`src/design/cpso_pkg.sv`:
```
// ----------------------------------------------------------------------------
// cpso_pkg
// Shared types and codes for the convex polygon separating axis overlap block.
// ----------------------------------------------------------------------------
package cpso_pkg;

   localparam int DEF_MAX_VERTS  = 16;
   localparam int DEF_COORD_BITS = 16;

   // datapath pipeline operations
   localparam int OP_W = 3;
   localparam logic [OP_W-1:0] OP_NONE   = 3'd0;
   localparam logic [OP_W-1:0] OP_EDGE0  = 3'd1;  // latch edge start vertex
   localparam logic [OP_W-1:0] OP_EDGE1  = 3'd2;  // edge end vertex, form axis
   localparam logic [OP_W-1:0] OP_PROJ_A = 3'd3;  // project vertex of edge owner
   localparam logic [OP_W-1:0] OP_PROJ_B = 3'd4;  // project vertex of other polygon
   localparam logic [OP_W-1:0] OP_CHECK  = 3'd5;  // compare the two ranges

   typedef struct packed {
      logic            load;       // store the accepted request vertex
      logic            start;      // clear the separation flag
      logic            clear;      // clear counts and overflow flag
      logic [OP_W-1:0] op;
      logic            first;      // first vertex of a projection range
      logic            final_chk;  // last range check of the test
      logic            sel;        // 0 = first polygon store, 1 = second
   } dp_cmd_type;

   typedef struct packed {
      logic done;      // final check has gone through
      logic sep;       // a separating axis was found
      logic overflow;  // a vertex was dropped since the last test
   } dp_status_type;

endpackage

```
`src/design/cpso_dp.sv`:
```
// ----------------------------------------------------------------------------
// cpso_dp
// Vertex stores, axis forming, projection multipliers and range tracking.
// ----------------------------------------------------------------------------
module cpso_dp
   import cpso_pkg::*;
#(
   parameter int MAX_VERTS  = DEF_MAX_VERTS,
   parameter int COORD_BITS = DEF_COORD_BITS
) (
   input  logic                                  clock,
   input  logic                                  reset,
   input  logic                                  load_sel,
   input  logic [COORD_BITS-1:0]                 load_x,
   input  logic [COORD_BITS-1:0]                 load_y,
   input  dp_cmd_type                            cmd,
   input  logic [$clog2(MAX_VERTS)-1:0]          rd_addr,
   output logic [$clog2(MAX_VERTS+1)-1:0]        first_count,
   output logic [$clog2(MAX_VERTS+1)-1:0]        second_count,
   output dp_status_type                         status
);

   localparam int C  = COORD_BITS;
   localparam int AW = $clog2(MAX_VERTS);
   localparam int CW = $clog2(MAX_VERTS + 1);
   localparam int PW = 2 * C + 2;
   localparam int XW = C + 1;
   localparam int MW = 2 * C + 1;

   logic [2*C-1:0] first_mem  [MAX_VERTS];
   logic [2*C-1:0] second_mem [MAX_VERTS];

   logic [CW-1:0] first_count_ff, first_count_in;
   logic [CW-1:0] second_count_ff, second_count_in;
   logic          overflow_ff, overflow_in;
   logic          first_full, second_full;

   logic [2*C-1:0] rd_first_ff, rd_second_ff;
   logic [OP_W-1:0] op_d_ff, op_m_ff;
   logic            first_d_ff, first_m_ff;
   logic            final_d_ff, final_m_ff;
   logic            sel_d_ff;

   logic signed [C-1:0]   vx, vy;
   logic signed [C-1:0]   p0x_ff, p0y_ff;
   logic signed [C:0]     ax_ff, ay_ff;
   logic signed [2*C:0]   mx_ff, my_ff;
   logic signed [PW-1:0]  q;
   logic signed [PW-1:0]  lo1_ff, hi1_ff, lo2_ff, hi2_ff;
   logic                  done_ff, sep_ff, sep_in;

   assign first_full  = (first_count_ff  >= CW'(MAX_VERTS));
   assign second_full = (second_count_ff >= CW'(MAX_VERTS));

   // vertex loading and count bookkeeping
   always_comb begin
      first_count_in  = first_count_ff;
      second_count_in = second_count_ff;
      overflow_in     = overflow_ff;
      if (cmd.clear) begin
         first_count_in  = '0;
         second_count_in = '0;
         overflow_in     = 1'b0;
      end else if (cmd.load) begin
         if (!load_sel) begin
            if (first_full) overflow_in = 1'b1;
            else first_count_in = first_count_ff + CW'(1);
         end else begin
            if (second_full) overflow_in = 1'b1;
            else second_count_in = second_count_ff + CW'(1);
         end
      end
   end

   always_ff @(posedge clock) begin
      if (cmd.load && !load_sel && !first_full) begin
         first_mem[first_count_ff[AW-1:0]] <= {load_y, load_x};
      end
      if (cmd.load && load_sel && !second_full) begin
         second_mem[second_count_ff[AW-1:0]] <= {load_y, load_x};
      end
      rd_first_ff  <= first_mem[rd_addr];
      rd_second_ff <= second_mem[rd_addr];
   end

   // read data stage
   assign vx = sel_d_ff ? rd_second_ff[C-1:0]   : rd_first_ff[C-1:0];
   assign vy = sel_d_ff ? rd_second_ff[2*C-1:C] : rd_first_ff[2*C-1:C];

   always_ff @(posedge clock) begin
      unique case (op_d_ff)
         OP_EDGE0: begin
            p0x_ff <= vx;
            p0y_ff <= vy;
         end
         OP_EDGE1: begin
            // edge normal (-dy, dx)
            ax_ff <= XW'(p0y_ff) - XW'(vy);
            ay_ff <= XW'(vx) - XW'(p0x_ff);
         end
         OP_PROJ_A, OP_PROJ_B: begin
            mx_ff <= MW'(vx) * MW'(ax_ff);
            my_ff <= MW'(vy) * MW'(ay_ff);
         end
         default: begin
         end
      endcase
   end

   // product stage: sum, then track range or check
   assign q = PW'(mx_ff) + PW'(my_ff);

   always_ff @(posedge clock) begin
      if (op_m_ff == OP_PROJ_A) begin
         if (first_m_ff || q < lo1_ff) lo1_ff <= q;
         if (first_m_ff || q > hi1_ff) hi1_ff <= q;
      end
      if (op_m_ff == OP_PROJ_B) begin
         if (first_m_ff || q < lo2_ff) lo2_ff <= q;
         if (first_m_ff || q > hi2_ff) hi2_ff <= q;
      end
   end

   always_comb begin
      sep_in = sep_ff;
      if (cmd.start) sep_in = 1'b0;
      else if (op_m_ff == OP_CHECK && !(hi2_ff >= lo1_ff && hi1_ff >= lo2_ff)) sep_in = 1'b1;
   end

   always_ff @(posedge clock) begin
      if (reset) begin
         first_count_ff  <= '0;
         second_count_ff <= '0;
         overflow_ff     <= 1'b0;
         op_d_ff         <= OP_NONE;
         op_m_ff         <= OP_NONE;
         first_d_ff      <= 1'b0;
         first_m_ff      <= 1'b0;
         final_d_ff      <= 1'b0;
         final_m_ff      <= 1'b0;
         sel_d_ff        <= 1'b0;
         done_ff         <= 1'b0;
         sep_ff          <= 1'b0;
      end else begin
         first_count_ff  <= first_count_in;
         second_count_ff <= second_count_in;
         overflow_ff     <= overflow_in;
         op_d_ff         <= cmd.op;
         op_m_ff         <= op_d_ff;
         first_d_ff      <= cmd.first;
         first_m_ff      <= first_d_ff;
         final_d_ff      <= cmd.final_chk;
         final_m_ff      <= final_d_ff;
         sel_d_ff        <= cmd.sel;
         done_ff         <= (op_m_ff == OP_CHECK) && final_m_ff;
         sep_ff          <= sep_in;
      end
   end

   assign first_count     = first_count_ff;
   assign second_count    = second_count_ff;
   assign status.done     = done_ff;
   assign status.sep      = sep_ff;
   assign status.overflow = overflow_ff;

endmodule

```
`src/design/cpso_ctrl.sv`:
```
// ----------------------------------------------------------------------------
// cpso_ctrl
// Sequencer: loads vertices, walks every edge of both polygons, holds result.
// ----------------------------------------------------------------------------
module cpso_ctrl
   import cpso_pkg::*;
#(
   parameter int MAX_VERTS = DEF_MAX_VERTS
) (
   input  logic                                  clock,
   input  logic                                  reset,
   input  logic                                  req_tvalid,
   output logic                                  req_tready,
   input  logic                                  req_tlast,
   output logic                                  rsp_tvalid,
   input  logic                                  rsp_tready,
   output logic                                  rsp_overlap,
   output logic                                  rsp_overflow,
   input  logic [$clog2(MAX_VERTS+1)-1:0]        first_count,
   input  logic [$clog2(MAX_VERTS+1)-1:0]        second_count,
   input  dp_status_type                         status,
   output dp_cmd_type                            cmd,
   output logic [$clog2(MAX_VERTS)-1:0]          rd_addr
);

   localparam int AW = $clog2(MAX_VERTS);
   localparam int CW = $clog2(MAX_VERTS + 1);

   localparam logic [2:0] S_IDLE   = 3'd0;
   localparam logic [2:0] S_START  = 3'd1;
   localparam logic [2:0] S_RUN    = 3'd2;
   localparam logic [2:0] S_WAIT   = 3'd3;
   localparam logic [2:0] S_FINISH = 3'd4;

   localparam logic [2:0] PH_EDGE0 = 3'd0;
   localparam logic [2:0] PH_EDGE1 = 3'd1;
   localparam logic [2:0] PH_PA    = 3'd2;
   localparam logic [2:0] PH_PB    = 3'd3;
   localparam logic [2:0] PH_CHECK = 3'd4;

   logic [2:0]    state_ff, state_in;
   logic [2:0]    phase_ff, phase_in;
   logic          pass_ff, pass_in;
   logic [AW-1:0] i_ff, i_in;
   logic [AW-1:0] k_ff, k_in;
   logic          result_ff, result_in;
   logic          rsp_valid_ff, rsp_valid_in;
   logic          rsp_overlap_ff, rsp_overflow_ff;
   logic          rsp_load;
   logic          req_accept;

   logic [CW-1:0] na_cur, nb_cur;
   logic          edge_last, k_last_a, k_last_b;
   logic [AW-1:0] j_idx;

   assign req_tready = (state_ff == S_IDLE);
   assign req_accept = req_tvalid && req_tready;
   assign rsp_load   = (state_ff == S_FINISH) && (!rsp_valid_ff || rsp_tready);

   // pass 0 tests the edges of the first polygon, pass 1 those of the second
   assign na_cur    = pass_ff ? second_count : first_count;
   assign nb_cur    = pass_ff ? first_count  : second_count;
   assign edge_last = (CW'(i_ff) + CW'(1)) == na_cur;
   assign k_last_a  = (CW'(k_ff) + CW'(1)) == na_cur;
   assign k_last_b  = (CW'(k_ff) + CW'(1)) == nb_cur;
   assign j_idx     = edge_last ? '0 : i_ff + AW'(1);

   always_comb begin
      state_in      = state_ff;
      phase_in      = phase_ff;
      pass_in       = pass_ff;
      i_in          = i_ff;
      k_in          = k_ff;
      result_in     = result_ff;
      cmd           = '0;
      cmd.op        = OP_NONE;
      rd_addr       = '0;

      unique case (state_ff)
         S_IDLE: begin
            if (req_accept) begin
               cmd.load = 1'b1;
               if (req_tlast) state_in = S_START;
            end
         end
         S_START: begin
            cmd.start = 1'b1;
            if (first_count == '0 || second_count == '0) begin
               // no axis at all overlaps; one empty range never meets
               result_in = (first_count == '0) && (second_count == '0);
               state_in  = S_FINISH;
            end else begin
               pass_in  = 1'b0;
               i_in     = '0;
               k_in     = '0;
               phase_in = PH_EDGE0;
               state_in = S_RUN;
            end
         end
         S_RUN: begin
            unique case (phase_ff)
               PH_EDGE0: begin
                  cmd.op   = OP_EDGE0;
                  cmd.sel  = pass_ff;
                  rd_addr  = i_ff;
                  phase_in = PH_EDGE1;
               end
               PH_EDGE1: begin
                  cmd.op   = OP_EDGE1;
                  cmd.sel  = pass_ff;
                  rd_addr  = j_idx;
                  k_in     = '0;
                  phase_in = PH_PA;
               end
               PH_PA: begin
                  cmd.op    = OP_PROJ_A;
                  cmd.sel   = pass_ff;
                  cmd.first = (k_ff == '0);
                  rd_addr   = k_ff;
                  if (k_last_a) begin
                     k_in     = '0;
                     phase_in = PH_PB;
                  end else begin
                     k_in = k_ff + AW'(1);
                  end
               end
               PH_PB: begin
                  cmd.op    = OP_PROJ_B;
                  cmd.sel   = !pass_ff;
                  cmd.first = (k_ff == '0);
                  rd_addr   = k_ff;
                  if (k_last_b) begin
                     k_in     = '0;
                     phase_in = PH_CHECK;
                  end else begin
                     k_in = k_ff + AW'(1);
                  end
               end
               PH_CHECK: begin
                  cmd.op        = OP_CHECK;
                  cmd.final_chk = pass_ff && edge_last;
                  phase_in      = PH_EDGE0;
                  if (!edge_last) begin
                     i_in = i_ff + AW'(1);
                  end else if (!pass_ff) begin
                     pass_in = 1'b1;
                     i_in    = '0;
                  end else begin
                     state_in = S_WAIT;
                  end
               end
               default: begin
                  phase_in = PH_EDGE0;
               end
            endcase
         end
         S_WAIT: begin
            if (status.done) begin
               result_in = !status.sep;
               state_in  = S_FINISH;
            end
         end
         S_FINISH: begin
            if (rsp_load) begin
               cmd.clear = 1'b1;
               state_in  = S_IDLE;
            end
         end
         default: begin
            state_in = S_IDLE;
         end
      endcase
   end

   always_comb begin
      rsp_valid_in = rsp_valid_ff;
      if (rsp_load) rsp_valid_in = 1'b1;
      else if (rsp_tready) rsp_valid_in = 1'b0;
   end

   always_ff @(posedge clock) begin
      if (reset) begin
         state_ff     <= S_IDLE;
         phase_ff     <= PH_EDGE0;
         pass_ff      <= 1'b0;
         i_ff         <= '0;
         k_ff         <= '0;
         rsp_valid_ff <= 1'b0;
      end else begin
         state_ff     <= state_in;
         phase_ff     <= phase_in;
         pass_ff      <= pass_in;
         i_ff         <= i_in;
         k_ff         <= k_in;
         rsp_valid_ff <= rsp_valid_in;
      end
   end

   always_ff @(posedge clock) begin
      result_ff <= result_in;
      if (rsp_load) begin
         rsp_overlap_ff  <= result_ff;
         rsp_overflow_ff <= status.overflow;
      end
   end

   assign rsp_tvalid   = rsp_valid_ff;
   assign rsp_overlap  = rsp_overlap_ff;
   assign rsp_overflow = rsp_overflow_ff;

   // the final check can only come back while the sequencer waits for it
   a_done_in_wait: assert property (@(posedge clock) disable iff (reset)
      status.done |-> state_ff == S_WAIT)
      else $error("range check finished outside the wait state");

   // a request marked last starts a test in the next cycle
   a_last_starts: assert property (@(posedge clock) disable iff (reset)
      (req_accept && req_tlast) |=> state_ff == S_START)
      else $error("last request did not start a test");

   // a loaded result is presented with the sequencer back in idle, ready for requests
   a_load_shows: assert property (@(posedge clock) disable iff (reset)
      rsp_load |=> rsp_valid_ff && state_ff == S_IDLE)
      else $error("result load did not reach the output register");

   // no request is accepted while a test is in progress
   a_no_accept_busy: assert property (@(posedge clock) disable iff (reset)
      (state_ff == S_RUN || state_ff == S_WAIT) |-> !req_tready)
      else $error("request accepted during a test");

endmodule

```
`src/design/convex_polygon_sat_overlap.sv`:
```
// ----------------------------------------------------------------------------
// convex_polygon_sat_overlap
// Separating axis overlap test of two convex polygons loaded vertex by vertex.
// ----------------------------------------------------------------------------
//
//   channel  | direction | tdata (low bit up)           | tuser      | tlast
//   req_     | in        | x[COORD_BITS], y[COORD_BITS] | func       | last
//   rsp_     | out       | overlap, zero fill           | overflow   | -
//
// A request without tlast is stored; requests can follow every cycle while no test runs.
// A request with tlast starts the test: with both counts nonzero, the sequencer walks
// every edge of both polygons with one store read a cycle, projecting all vertices;
// with a polygon empty the walk is skipped and the result is decided directly.
// Requests are held off during the test; a finished result waits in the output
// register while the next vertices load. Reset is synchronous and clears counts.
//
module convex_polygon_sat_overlap
   import cpso_pkg::*;
#(
   parameter int MAX_VERTS  = DEF_MAX_VERTS,
   parameter int COORD_BITS = DEF_COORD_BITS
) (
   input  logic                                     clock,
   input  logic                                     reset,
   input  logic                                     req_tvalid,
   output logic                                     req_tready,
   // x, y
   input  logic [((2*COORD_BITS+7)/8)*8-1:0]        req_tdata,
   // func
   input  logic                                     req_tuser,
   input  logic                                     req_tlast,
   output logic                                     rsp_tvalid,
   input  logic                                     rsp_tready,
   // overlap, zero fill
   output logic [7:0]                               rsp_tdata,
   // overflow
   output logic                                     rsp_tuser
);

   localparam int AW = $clog2(MAX_VERTS);
   localparam int CW = $clog2(MAX_VERTS + 1);

   dp_cmd_type    cmd;
   dp_status_type status;
   logic [AW-1:0] rd_addr;
   logic [CW-1:0] first_count, second_count;
   logic          rsp_overlap;

   cpso_ctrl #(
      .MAX_VERTS (MAX_VERTS)
   ) u_ctrl (
      .clock        (clock),
      .reset        (reset),
      .req_tvalid   (req_tvalid),
      .req_tready   (req_tready),
      .req_tlast    (req_tlast),
      .rsp_tvalid   (rsp_tvalid),
      .rsp_tready   (rsp_tready),
      .rsp_overlap  (rsp_overlap),
      .rsp_overflow (rsp_tuser),
      .first_count  (first_count),
      .second_count (second_count),
      .status       (status),
      .cmd          (cmd),
      .rd_addr      (rd_addr)
   );

   cpso_dp #(
      .MAX_VERTS  (MAX_VERTS),
      .COORD_BITS (COORD_BITS)
   ) u_dp (
      .clock        (clock),
      .reset        (reset),
      .load_sel     (req_tuser),
      .load_x       (req_tdata[COORD_BITS-1:0]),
      .load_y       (req_tdata[2*COORD_BITS-1:COORD_BITS]),
      .cmd          (cmd),
      .rd_addr      (rd_addr),
      .first_count  (first_count),
      .second_count (second_count),
      .status       (status)
   );

   assign rsp_tdata = {7'b0, rsp_overlap};

endmodule
```
`config.mk`:
```
export PLATFORM = sky130hd
export DESIGN_NAME = convex_polygon_sat_overlap
export DESIGN_NICKNAME = d
export VERILOG_FILES = /design/src/design/cpso_pkg.sv /design/src/design/cpso_dp.sv /design/src/design/cpso_ctrl.sv /design/src/design/convex_polygon_sat_overlap.sv
export SDC_FILE = /design/constraint.sdc
export NUM_CORES = 2
export LEC_CHECK = 0
export ABC_AREA = 1
export BUFFER_PORTS_ARGS = -buffer_cell sky130_fd_sc_hd__buf_2
export CAP_MARGIN = 20
export CORE_MARGIN = 2
export CORE_UTILIZATION = 59
export CTS_CLUSTER_DIAMETER = 100
export CTS_CLUSTER_SIZE = 8
export DETAILED_ROUTE_END_ITERATION = 10
export PLACE_DENSITY = 0.87
export SYNTH_ARGS = -nofsm -noshare
export SYNTH_HDL_FRONTEND = slang
export SYNTH_SLANG_ARGS = --single-unit
```
`constraint.sdc`:
```
create_clock -name clock -period 6.32 [get_ports clock]
set_input_delay 0 -clock clock [delete_from_list [all_inputs] [get_ports clock]]
set_output_delay 0 -clock clock [all_outputs]
set_load 0.005 [all_outputs]
```
==> results.yml <==
floorplan:
  core_area_um2: 144000
  rows: 139
  die-area_um2: 149000
  start_util_pct: 59.6
  chipHeight_um: 385
  boundaryPins: 49
  die_w_um: 385
placed_design:
  place_ws_ns: -0.106
  gp_congestion: 1.00
  dp_cells: 10500
  dp.final_hpwl_um: 161000
  port_buffers: 41
global_routing:
  grt_use_total_pct: 35.1
  antenna_found_initial: 8
  grt-ovfl-total: 0
  grt_max_degree: 203
  grt_first_pass_wirelength_um: 394000
  grt_pass1_vias: 68800
finish:
  final_common_cell: "inv_1"
  fin_cells: 10900
  final_cell_mix: "inv_1 (1665), nand3_1 (1300), edfxtp_1 (1295)"
  nFillCells: 9619
  fin_nets: 9893
  areaGrowthSynthToFinish_pct: 13.4
  drive_gt1_share_pct: 10.1
  seq_area_um2: 41000
  multiInputGateArea_um2: 37700
pwr:
  power_density_nw_per_um2: 681
  power.switching_w: 0.0280
  p_leak_nw: 42.7
  power_frac_clock_pct: 15.0
  p_seq_share_pct: 18.3
  power_w: 0.0663
  sw_frac_of_total_pct: 42.2
  intPower_w: 0.0383
  p_comb_share_pct: 66.7
  vdd_drop_max_mv: 1.46
critical_path:
  cp-startpoint: "u_dp.sel_d_ff"
  critical_path.max_stage_delay_ns: 0.51
  crit_required_ns: 6.86
  crit_path_end_kind: "register"
  crit_path_start_kind: "register"
  crit_type: "register to register"
  path_max_fanout: 16
  arrival_ns: 6.71
  r2r_start: "u_dp.sel_d_ff"
  crit_buf_inv: 10
  crit_slowest_cell: "fa_1"
  critPathTopFamily: "adder cells"
outcome:
  status: "complete, no violations"
sta:
  layout_setup_ws_ns: 0.148
  post-route-period-util_pct: 97.7
  rsz0062_at_grt: "yes"
  setup_viol: 0
  fmax_mhz: 162
  maxSlewViolCount: 0
  skew_ns: 0.0774
  fin_crit_ns: 6.17
  hold_viol: 0
  tightest_slew_ns: 1.15
  relSlewSlack_pct: 22.9
route:
  drt_iter0_markers: 9071
  drt_wl_total_um: 262000
  wl_per_cell_um: 24.0
  via_per_inst: 6.12
  remaining_drc_errors: 0
  firstDrtPassIters: 6
  ant_nets: 0
  vias: 66700
synth:
  yosysTopAreaCellShare_pct: 45.3
  ys_types: 44
  ys_warn_count: 0
  synthesis.area_um2: 85800
  async_flop_share_pct: 0
  synth_top_area_cell: "edfxtp_1"
  synthFlopType: "edfxtp_1"
  syn-mean-instance-area_um2: 10.1
  syn_inst: 8513
  synth_edf_count: 1295
  synth.area.top_cells: "edfxtp_1 (45%), fa_1 (13%), nand3_1 (7.6%), inv_1 (7.4%), ha_1 (6.5%)"
  synth_seq_area_share_pct: 47.7
  synth-seq-cells: 1399
cts:
  clkTransAtPathRegs_ns: 0.06
  cts_made_buffers: 194
  clk-insertion-delay-late_ns: 0.85
  cts_tree: "built"
  clock_sinks: 1399
  cts_root_buf: "clkbuf_16"
  cts_max_level: 4
  clockBufferDepth: 3
run:
  max-cap-violations: 0
worst_hold_path:
  hp-class: "input pin to register"
  hold_start: "reset"
## synth_stat cells, types with 7 or more instances
cell	instances
or2_2	52
a21boi_0	7
clkinv_1	14
buf_2	150
inv_1	1681
a21o_1	15
dfxtp_1	104
nand4_1	44
ha_1	446
fa_1	555
nor4_1	15
a31oi_1	9
nand2_1	1143
edfxtp_1	1295
xor2_1	99
o21bai_1	11
o21ai_0	122
o2111ai_1	10
clkbuf_1	107
nor3_1	37
nand3_1	1301
buf_1	42
o21ai_1	13
xnor2_1	50
nand3b_1	324
o21a_1	17
nor2_1	488
o211ai_1	8
buf_4	59
a21oi_1	264
## metrics by stage
stage | area [um2] | utilization (%) | setup TNS, ns | hold slack (ns)
after floorplan | 85900 | - | 0 | 0.0989
after global routing | 97300 | 67.6 | -0.407 | 0.132
after global placement | 90400 | 62.8 | 0 | 0.366
after CTS | 96700 | 67.1 | 0 | 0.0900
final | 97400 | 67.6 | 0 | 0.103
after detailed placement | 90400 | 62.8 | -0.288 | 0.382
## tightest hold or removal path: stages
cell and delay [ns]:
dlygate4sd3_1 0.54, buf_2 0.24, nor2_1 0.13
## what timing repair did
| item | CTS | global route |
|---|---|---|
| gates resized for setup | 14 | 155 |
| buffers inserted | 0 | 14 |
| setup endpoints to repair | 15 | 34 |
| hold buffers | 42 | 0 |
| pin swaps | 2 | 38 |
| hold endpoints to repair | 1063 | 0 |
## sequential cells by signal (all words and copies together) (netlist names), 3 cells and up
register,count
u_ctrl.i_ff,4
u_ctrl.k_ff,4
u_ctrl.phase_ff,3
u_ctrl.state_ff,3
u_dp.ax_ff,17
u_dp.ay_ff,17
u_dp.first_count,5
u_dp.first_mem,512
u_dp.hi1_ff,34
u_dp.hi2_ff,34
u_dp.lo1_ff,34
u_dp.lo2_ff,34
u_dp.mx_ff,33
u_dp.my_ff,33
u_dp.op_d_ff,3
u_dp.op_m_ff,3
u_dp.p0x_ff,16
u_dp.p0y_ff,16
u_dp.rd_first_ff,32
u_dp.rd_second_ff,32
u_dp.second_count,5
u_dp.second_mem,512
## logic make-up (layout without fill, tap and decap cells)
group	after synthesis	after routing	synth area share, %
simple gates	3414	3414	18.7
buf+inv	2058	2525	9.48
flops	1399	1399	47.7
fa+ha+maj	1001	1001	19.4
compound gates	491	491	3.15
xor+xnor	149	149	1.52
other cells	1	17	0.00437
## power by group through the flow
stage	logic, W	registers [W]	clock network [W]
6_report	0.0442	0.0121	0.00997
4_1_cts	0.0401	0.0121	0.00993
3_3_place_gp	0.0388	0.0123	0
2_1_floorplan	0.0229	0.0122	0
3_5_place_dp	0.0396	0.0123	0
5_1_grt	0.0487	0.0121	0.0103
## metal layers
metal | vias to the layer above | part of all wire (%) | GRT usage (%)
met5 | - | 0.015 | 0
met4 | 6 | 7.9 | 23.4
met3 | 1400 | 13 | 8.68
met2 | 5171 | 46 | 56.5
met1 | 31600 | 33 | 41.9
li1 | 28500 | - | -
## path summary, 6_finish.rpt
kind | to | slack, ns | cells after the start
worst max-delay path | u_dp.my_ff[30] | 0.15 | 29
worst min-delay path | u_dp.final_m_ff | 0.10 | 3
worst max register to register | u_dp.my_ff[30] | 0.15 | 29
worst min register to register | u_dp.final_m_ff | 0.41 | 2
## final cells by class
cell class / instances / share of cell area (%)
Multi-Input combinational cell: 5062 / 38.7
Clock inverter: 15 / 0.402
Timing Repair Buffer: 497 / 4.26
Inverter: 1700 / 6.58
Sequential cell: 1399 / 42.1
Tap cell: 1903 / 2.45
Clock buffer: 313 / 5.52
Antenna cell: 10 / 0.0257
No activity file was read; power rests on OpenSTA's default activity.
